<file path="src/hw/rtl/lea_pkg.sv">
// Shared types, codes and word helpers for the LEA cipher core.
// No dependencies.
`default_nettype none
package lea_pkg;

    localparam logic [1:0] KIND_LOAD = 2'd0;
    localparam logic [1:0] KIND_ENC  = 2'd1;
    localparam logic [1:0] KIND_DEC  = 2'd2;

    localparam int RC_SHORT = 24;
    localparam int RC_MID   = 28;
    localparam int RC_LONG  = 32;
    localparam int KEYS_PER_ROUND = 6;

    localparam logic [1:0] NR_SHORT = 2'd0;
    localparam logic [1:0] NR_MID   = 2'd1;
    localparam logic [1:0] NR_LONG  = 2'd2;

    typedef logic [31:0] word_t;
    typedef word_t [3:0] block_t;
    typedef word_t [KEYS_PER_ROUND-1:0] rkey_t;

    typedef struct packed {
        logic valid;
        logic dec;
    } ctl_t;

    function automatic word_t rol(input word_t v, input int n);
        rol = (v << n) | (v >> (32 - n));
    endfunction

    function automatic word_t ror(input word_t v, input int n);
        ror = (v >> n) | (v << (32 - n));
    endfunction

endpackage
`default_nettype wire

</file>
<file path="src/hw/rtl/lea_rnd.sv">
// One pipeline stage: a single LEA encryption or decryption round, or a pass-through when act is low.
// Uses lea_pkg.
`default_nettype none
module lea_rnd (
    input  wire logic           aclk,
    input  wire logic           aresetn,
    input  wire logic           en,
    input  wire logic           act,
    input  wire lea_pkg::ctl_t  ctl_in,
    input  wire lea_pkg::rkey_t k,
    input  wire lea_pkg::block_t x,
    output lea_pkg::ctl_t       ctl_reg,
    output lea_pkg::block_t     x_reg
);

    lea_pkg::block_t x_next;
    lea_pkg::block_t enc_x;
    lea_pkg::block_t dec_x;

    always_comb begin
        enc_x[0] = lea_pkg::rol((x[0] ^ k[0]) + (x[1] ^ k[1]), 9);
        enc_x[1] = lea_pkg::ror((x[1] ^ k[2]) + (x[2] ^ k[3]), 5);
        enc_x[2] = lea_pkg::ror((x[2] ^ k[4]) + (x[3] ^ k[5]), 3);
        enc_x[3] = x[0];
        dec_x[0] = x[3];
        dec_x[1] = (lea_pkg::ror(x[0], 9) - (dec_x[0] ^ k[0])) ^ k[1];
        dec_x[2] = (lea_pkg::rol(x[1], 5) - (dec_x[1] ^ k[2])) ^ k[3];
        dec_x[3] = (lea_pkg::rol(x[2], 3) - (dec_x[2] ^ k[4])) ^ k[5];
        if (!act) begin
            x_next = x;
        end else if (ctl_in.dec) begin
            x_next = dec_x;
        end else begin
            x_next = enc_x;
        end
    end

    always_ff @(posedge aclk) begin
        if (!aresetn) begin
            ctl_reg <= '0;
        end else if (en) begin
            ctl_reg <= ctl_in;
        end
    end

    always_ff @(posedge aclk) begin
        if (en) begin
            x_reg <= x_next;
        end
    end

endmodule
`default_nettype wire

</file>
<file path="config.mk">
export PLATFORM = sky130hd
export DESIGN_NAME = lea_rnd
export DESIGN_NICKNAME = d
export VERILOG_FILES = /design/src/hw/rtl/lea_pkg.sv /design/src/hw/rtl/lea_rnd.sv
export SDC_FILE = /design/constraint.sdc
export NUM_CORES = 1
export LEC_CHECK = 0
export ABC_AREA = 1
export ABC_CLOCK_PERIOD_IN_PS = 10700
export BUFFER_PORTS_ARGS = -buffer_cell sky130_fd_sc_hd__buf_2
export CAP_MARGIN = 30
export CORE_UTILIZATION = 27
export DETAILED_ROUTE_END_ITERATION = 8
export PLACE_DENSITY = 0.45
export RECOVER_POWER = 100
export SYNTH_ARGS = -nofsm -noshare
export SYNTH_HDL_FRONTEND = slang
export SYNTH_SLANG_ARGS = --single-unit
</file>
<file path="constraint.sdc">
create_clock -name aclk -period 10.7 [get_ports aclk]
set_input_delay 0.535 -clock aclk [delete_from_list [all_inputs] [get_ports aclk]]
set_output_delay 0.535 -clock aclk [all_outputs]
set_load 0.02 [all_outputs]
</file>
==> metrics.cfg, run 1 <==
[flow_run]
max_cap_violations = 7

[power_and_ir_drop]
p_switching_mw = 3.190
switching_share = 0.5811
p_per_area_mw_per_mm2 = 228.2
leakage_nw = 11.24
p_clk_frac = 0.117
internal-power_mw = 2.299
pwr-share-comb = 0.751
power_frac_seq = 0.132
ir_drop_mv = 0.1176

[synthesis]
yosysWarnings = 0
syn_nets = 3408
synth_edf_count = 128
yosys-top-cells-area = edfxtp_1, xor2_1, nand2_1
ys_ff_latch = 130
postSynth.asyncResetShare = 0
syn_area_mm2 = 0.02036
postSynthAreaPerCell_um2 = 7.047
yosysTopAreaCell = edfxtp_1
synth_top_area_frac = 0.1887
synth_top_flop_cell = edfxtp_1
synthTopCellsByCount = nand2_1, xor2_1, inv_1
yosysUniqueCellTypes = 61
synth_cells = 2890
synth_most_common_cell = nand2_1
ys_seq_area_frac = 0.1907

[worst_setup_path]
path_max_fanout = 5
cp_slowest_cell = o21ai_0
worstPathRequired_ns = 11.02
cp_slowest_stage_delay_ns = 0.50
critPathTopFamily = compound AO/OA/AOI/OAI gates
crit_buf_inv = 4
cp-start-kind = primary input
arrival_ns = 7.84
worstSetupPathType = primary input to flip-flop
endpoint_kind = flip-flop

[routing]
wl_per_cell_um = 28.38
drc = 0
ant_nets = 0
drtPass1Iterations = 6
routed_via_density = 5.256
vias = 22670
dr.first_iter.drc_count = 2177
drt_wl_total_mm = 122.4

[die]
initial_utilization = 0.2731
num_rows = 100
die_h_um = 276.6
ios = 456
coreArea_mm2 = 0.07457
die_w_um = 276.6
dieArea_mm2 = 0.07653

[timing]
slew_violations = 400
post-route-period-util = 0.7030
finalHoldViolCount = 0
period_needed_ns = 7.522
finalSetupViolCount = 0
relSlewSlack = -2.537
fin_skew_ns = 0
worstMarginPinSlew_ns = 5.306
tns_ns = 0
rsz0062_at_grt = false
fmax_mhz = 133.0
hold_ws_ns = 0.2912

[cells_and_area]
stdcell_area_mm2 = 0.02405
num-nets-final = 3833
fillers = 8461
syn_to_final_growth_pct = 18.11
largest_reg_flops = 128
drive_gt1_frac = 0.1268
multi_input_area_mm2 = 0.01510
seq_area_mm2 = 0.003884

[clock_tree]
post-cts-setup-buffer-count = 0
clk_pin_slew_ns = 0.09
clockBufferDepth = 2
cts_tree = built
insertion_delay_ns = 0.49
numClockSinks = 130
cts_buffers = 17
cts_resized = 0
cts_hold_buffers = 0
cts-root-buf = clkbuf_16
cts_htree_levels = 4

[place]
place_congestion = 1.012
dp_hpwl_mm = 105.2
port_buffers = 455
place_area_mm2 = 0.02368

[global_routing]
grtUsageTotal = 0.3120
overflow = 0
grt_antenna_before_repair = 35
grt_pass1_wl_mm = 167.5
grt_max_degree = 79
grt_pass1_vias = 21730

[run_status]
violations = max-capacitance violations, max-slew violations
outcome = finished with violations

[min_path]
hp-class = primary input to flip-flop

-- power groups by stage --
stage | Combinational [mW] | Clock, mW | Sequential, mW
2_1_floorplan | 2.50 | 0 | 0.831
3_3_place_gp | 4.12 | 0 | 0.733
3_5_place_dp | 4.09 | 0 | 0.730
4_1_cts | 4.12 | 0.656 | 0.721
5_1_grt | 4.45 | 0.668 | 0.733
6_report | 4.12 | 0.643 | 0.725
-- path summary, 6_finish.rpt --
path,from,endpoint,slack (ns),cells past startpoint
setup / recovery,x[96],x_reg[119],3.18,31
hold reg to reg,ctl_reg[1],ctl_reg[1],0.53,2
setup reg to reg,ctl_reg[0],ctl_reg[0],9.93,2
hold / removal,aresetn,ctl_reg[1],0.29,3
-- layer usage --
metal  vias up  GRT usage  routed length, um
li1      10650          -                  -
met1     10820     0.4052              52810
met2       965     0.5011              54960
met3       201    0.05779               8800
met4        32     0.1403               5617
met5         -          0                203
-- cells by family (layout without fill, tap and decap cells) --
kind of cell	after synthesis	in the layout	synth area share
buf+inv	344	782	0.06525
compound gates	678	678	0.1958
xor+xnor	491	491	0.2123
flops	130	130	0.1907
fa+ha+maj	192	192	0.1202
other cells	0	15	0
simple gates	1055	1055	0.2158
-- through the flow --
step                      total power, mW  setup WS (ns)  cells    util
final                               5.489          3.178   4312  0.3225
after global routing                5.846          2.628   4303  0.3222
after CTS                           5.494          3.692   4297  0.3254
after detailed placement            4.825          3.185   4265  0.3175
after global placement              4.852          3.112   4264  0.3174
after floorplan                     3.335          5.277   2890       -
-- tightest hold or removal path: stages --
cell and delay, ns:
buf_2 0.10, o21ai_0 0.06, a21oi_1 0.04
-- area by class of cell --
cell class                      instances  share of cell area
Antenna cell                           15            0.001561
Clock buffer                           17             0.01769
Clock inverter                         15            0.006659
Inverter                              287             0.04489
Multi-Input combinational cell       2416              0.6278
Sequential cell                       130              0.1615
Tap cell                              969             0.05041
Timing Repair Buffer                  463             0.08953
-- cell usage in the layout (no fill, tap or decap), types with 7 or more instances in the layout --
| cell | netlist | routed |
|---|---|---|
| nand2_1 | 621 | 623 |
| xor2_1 | 361 | 361 |
| buf_2 | 4 | 320 |
| inv_1 | 286 | 285 |
| a21oi_1 | 256 | 257 |
| o21ai_0 | 190 | 203 |
| nor2_1 | 194 | 194 |
| ha_1 | 186 | 186 |
| clkbuf_1 | 41 | 139 |
| nand3_1 | 129 | 129 |
| edfxtp_1 | 128 | 128 |
| xnor2_1 | 127 | 127 |
| o211ai_1 | 43 | 43 |
| a21o_1 | 36 | 36 |
| a31oi_1 | 35 | 35 |
| nor3_1 | 33 | 33 |
| o21bai_1 | 21 | 24 |
| or2_2 | 18 | 18 |
| nand2_2 | 19 | 17 |
| clkbuf_16 | 0 | 17 |
| nand4_1 | 16 | 16 |
| diode_2 | 0 | 15 |
| nor4_1 | 14 | 14 |
| o21a_1 | 11 | 11 |
| o21ai_1 | 19 | 10 |
| a21oi_2 | 9 | 8 |
| inv_6 | 0 | 8 |
| a221oi_1 | 7 | 7 |
(Power assumes the default switching activity.)
==> inputs of run 2 (changes only) <==
Settings changed: ABC_CLOCK_PERIOD_IN_PS 10700 to 6200, PLACE_DENSITY 0.45 to 0.46.
Clock period 10.7 ns to 6.2 ns, I/O delays scaled along.
==> run 2 against run 1 <==
  * The run still ends with max-capacitance violations, max-slew violations left
  * Worst setup slack lost 2.9 ns
  * Final area up 12%
  * Critical path type unchanged
  * Combinational power grew 110%
  * Largest power group unchanged
  * Sequential share of layout area down 1.7 points
  * Sequential power is 74% higher
  * Critical path depth rose by 6
  * Clock power grew 66%
  * Core utilization is 3.9 points higher
  * Final cell count grew 8.4%
  * First-iteration DRC count shrank 17%
  * Power up 100%
  * Die area is the same
==> metrics.cfg, run 2 (synthesis gave the netlist of run 1 again) <==
[worst_setup_path]
startpoint = k[0]  ; was x[96]
worstPathRequired_ns = 6.42  ; was 11.02 ns
r2r_setup_slack_ns = 5.47  ; was 9.93 ns
cp-start-kind = primary input  ; unchanged
path_max_fanout = 4  ; was 5
r2r_end = ctl_reg[0]  ; unchanged
endpoint_kind = flip-flop  ; unchanged
cp_slowest_cell = fa_2  ; was o21ai_0
r2r_cells = 2  ; unchanged
arrival_ns = 6.14  ; was 7.84 ns
cp_slowest_stage_delay_ns = 0.39  ; was 0.50 ns
worstSetupPathType = primary input to flip-flop  ; unchanged
r2r-start = ctl_reg[0]  ; unchanged

[die]
num_rows = 100  ; unchanged
initial_utilization = 0.2731  ; unchanged
die_w_um = 276.6  ; unchanged
die_h_um = 276.6  ; unchanged
dieArea_mm2 = 0.07653  ; unchanged
ios = 456  ; unchanged
coreArea_mm2 = 0.07457  ; unchanged

[min_path]
min_from = ctl_in[1]  ; was aresetn
holdPathStages = 3  ; unchanged
worstHoldEndpoint = ctl_reg[1]  ; unchanged
hp-class = primary input to flip-flop  ; unchanged

[cells_and_area]
drive_gt1_frac = 0.2204  ; was 0.1268
utilization = 0.3615  ; was 0.3225
syn_to_final_growth_pct = 32.36  ; was 18.11%
final_common_cell = nand2_1  ; unchanged
largest_reg_flops = 128  ; unchanged
num-nets-final = 4194  ; was 3833
layout_common_cells = nand2_1, buf_4, xor2_1, buf_2, inv_1  ; was nand2_1, xor2_1, buf_2, inv_1, a21oi_1
stdcell_area_mm2 = 0.02695  ; was 0.02405 mm^2

[run_status]
violations = max-capacitance violations, max-slew violations  ; unchanged
outcome = finished with violations  ; unchanged

[clock_tree]
clk_pin_slew_ns = 0.08  ; was 0.09 ns
cts_htree_levels = 4  ; unchanged
cts-root-buf = clkbuf_16  ; unchanged
cts_hold_buffers = 0  ; unchanged
cts_tree = built  ; unchanged
cts_buffers = 17  ; unchanged
clockBufferDepth = 2  ; unchanged
insertion_delay_ns = 0.50  ; was 0.49 ns
numClockSinks = 130  ; unchanged

[routing]
ant_nets = 0  ; unchanged
drtPass1Iterations = 6  ; unchanged
vias = 23750  ; was 22670
wl_per_cell_um = 26.29  ; was 28.38 um
routed_via_density = 5.081  ; was 5.256
drc = 0  ; unchanged
drt_wl_total_mm = 122.9  ; was 122.4 mm
dr.first_iter.drc_count = 1799  ; was 2177

[timing]
hold_ws_ns = 0.03923  ; was 0.2912 ns
fmax_mhz = 168.9
post-route-period-util = 0.9548
fin_skew_ns = 0  ; unchanged
period_needed_ns = 5.920
tns_ns = 0  ; unchanged
relSlewSlack = -2.600  ; was -2.537
finalHoldViolCount = 0  ; unchanged
slew_violations = 83  ; was 400
finalSetupViolCount = 0  ; unchanged
worstMarginPinSlew_ns = 5.400  ; was 5.306 ns

[global_routing]
grt_pass1_vias = 22930  ; was 21730
overflow = 0  ; unchanged
grtUsageTotal = 0.3140  ; was 0.3120
grt_antenna_before_repair = 31  ; was 35
grt_max_degree = 84  ; was 79
grt_pass1_wl_mm = 169.6  ; was 167.5 mm

[place]
port_buffers = 455  ; unchanged
place_congestion = 1.005  ; was 1.012
dp_hpwl_mm = 105.9  ; was 105.2 mm
place_area_mm2 = 0.02637  ; was 0.02368 mm^2

[power_and_ir_drop]
switching_share = 0.5270  ; was 0.5811
pwr-share-comb = 0.791  ; was 0.751
leakage_nw = 12.99  ; was 11.24 nW
internal-power_mw = 5.269  ; was 2.299 mW
power_frac_seq = 0.113  ; was 0.132
p_switching_mw = 5.871  ; was 3.190 mW
p_per_area_mw_per_mm2 = 413.3  ; was 228.2 mW/mm^2
p_clk_frac = 0.096  ; was 0.117
ir_drop_mv = 0.1833  ; was 0.1176 mV

[flow_run]
max_cap_violations = 1  ; was 7

## run 2: stage by stage
step / std cells / power (mW) / worst slack, ns
3_3_place_gp: 4621 / 9.923 / -0.5622
5_1_grt: 4666 / 11.86 / -0.06145
2_1_floorplan: 2890 / 5.756 / 1.002
3_5_place_dp: 4621 / 9.868 / -0.5331
4_1_cts: 4653 / 11.00 / 0.01367
6_report: 4674 / 11.14 / 0.2803
## run 2: worst max-delay path by stage
stage | endpoint | slack (ns)
global route | x_reg[124] | -0.06
floorplan | x_reg[126] | 1.00
CTS | x_reg[115] | 0.01
detailed placement | x_reg[119] | -0.53
global placement | x_reg[120] | -0.56
finish | x_reg[111] | 0.28
## run 2: worst max-delay path: cells and delay by family
| family | cells | cell delay (ns) |
|---|---|---|
| AO/OA/AOI/OAI | 9 | 1.32 |
| buffers and inverters | 9 | 1.27 |
| XOR/XNOR | 6 | 1.26 |
| adder cells (fa/ha/maj) | 4 | 1.23 |
| AND/OR/NAND/NOR | 9 | 0.76 |
## run 2: final cells by class
class / count / area, um^2
fillers: 8326 / 47620
flip-flops and latches: 130 / 3884
repair buffers: 824 / 4880
multi-input cells: 2416 / 15310
clock inverters: 14 / 117.6
inverters: 287 / 1084
well taps: 969 / 1212
clock buffers: 18 / 429.2
diodes: 16 / 40.04
## run 2: repair_timing
action | 4_1_cts | 5_1_grt
setup buffers | 0 | 5
pin swaps | 0 | 10
resized for setup | 1 | 33
endpoints found under the setup margin | 1 | 19
cloned | 0 | 0
## run 2: metal layers
layer | share of wire | track usage | vias up
li1 | - | - | 11350
met2 | 0.46 | 0.5125 | 931
met5 | 0.0013 | 0 | -
met4 | 0.045 | 0.1419 | 26
met1 | 0.43 | 0.4070 | 11250
met3 | 0.063 | 0.04834 | 187
## run 2: power by group through the flow
stage / combinational [mW] / clock (mW) / sequential (mW)
after floorplan: 4.32 / 0 / 1.43
after global placement: 8.65 / 0 / 1.27
after detailed placement: 8.60 / 0 / 1.27
after CTS: 8.65 / 1.10 / 1.25
after global routing: 9.49 / 1.10 / 1.27
final: 8.81 / 1.07 / 1.26
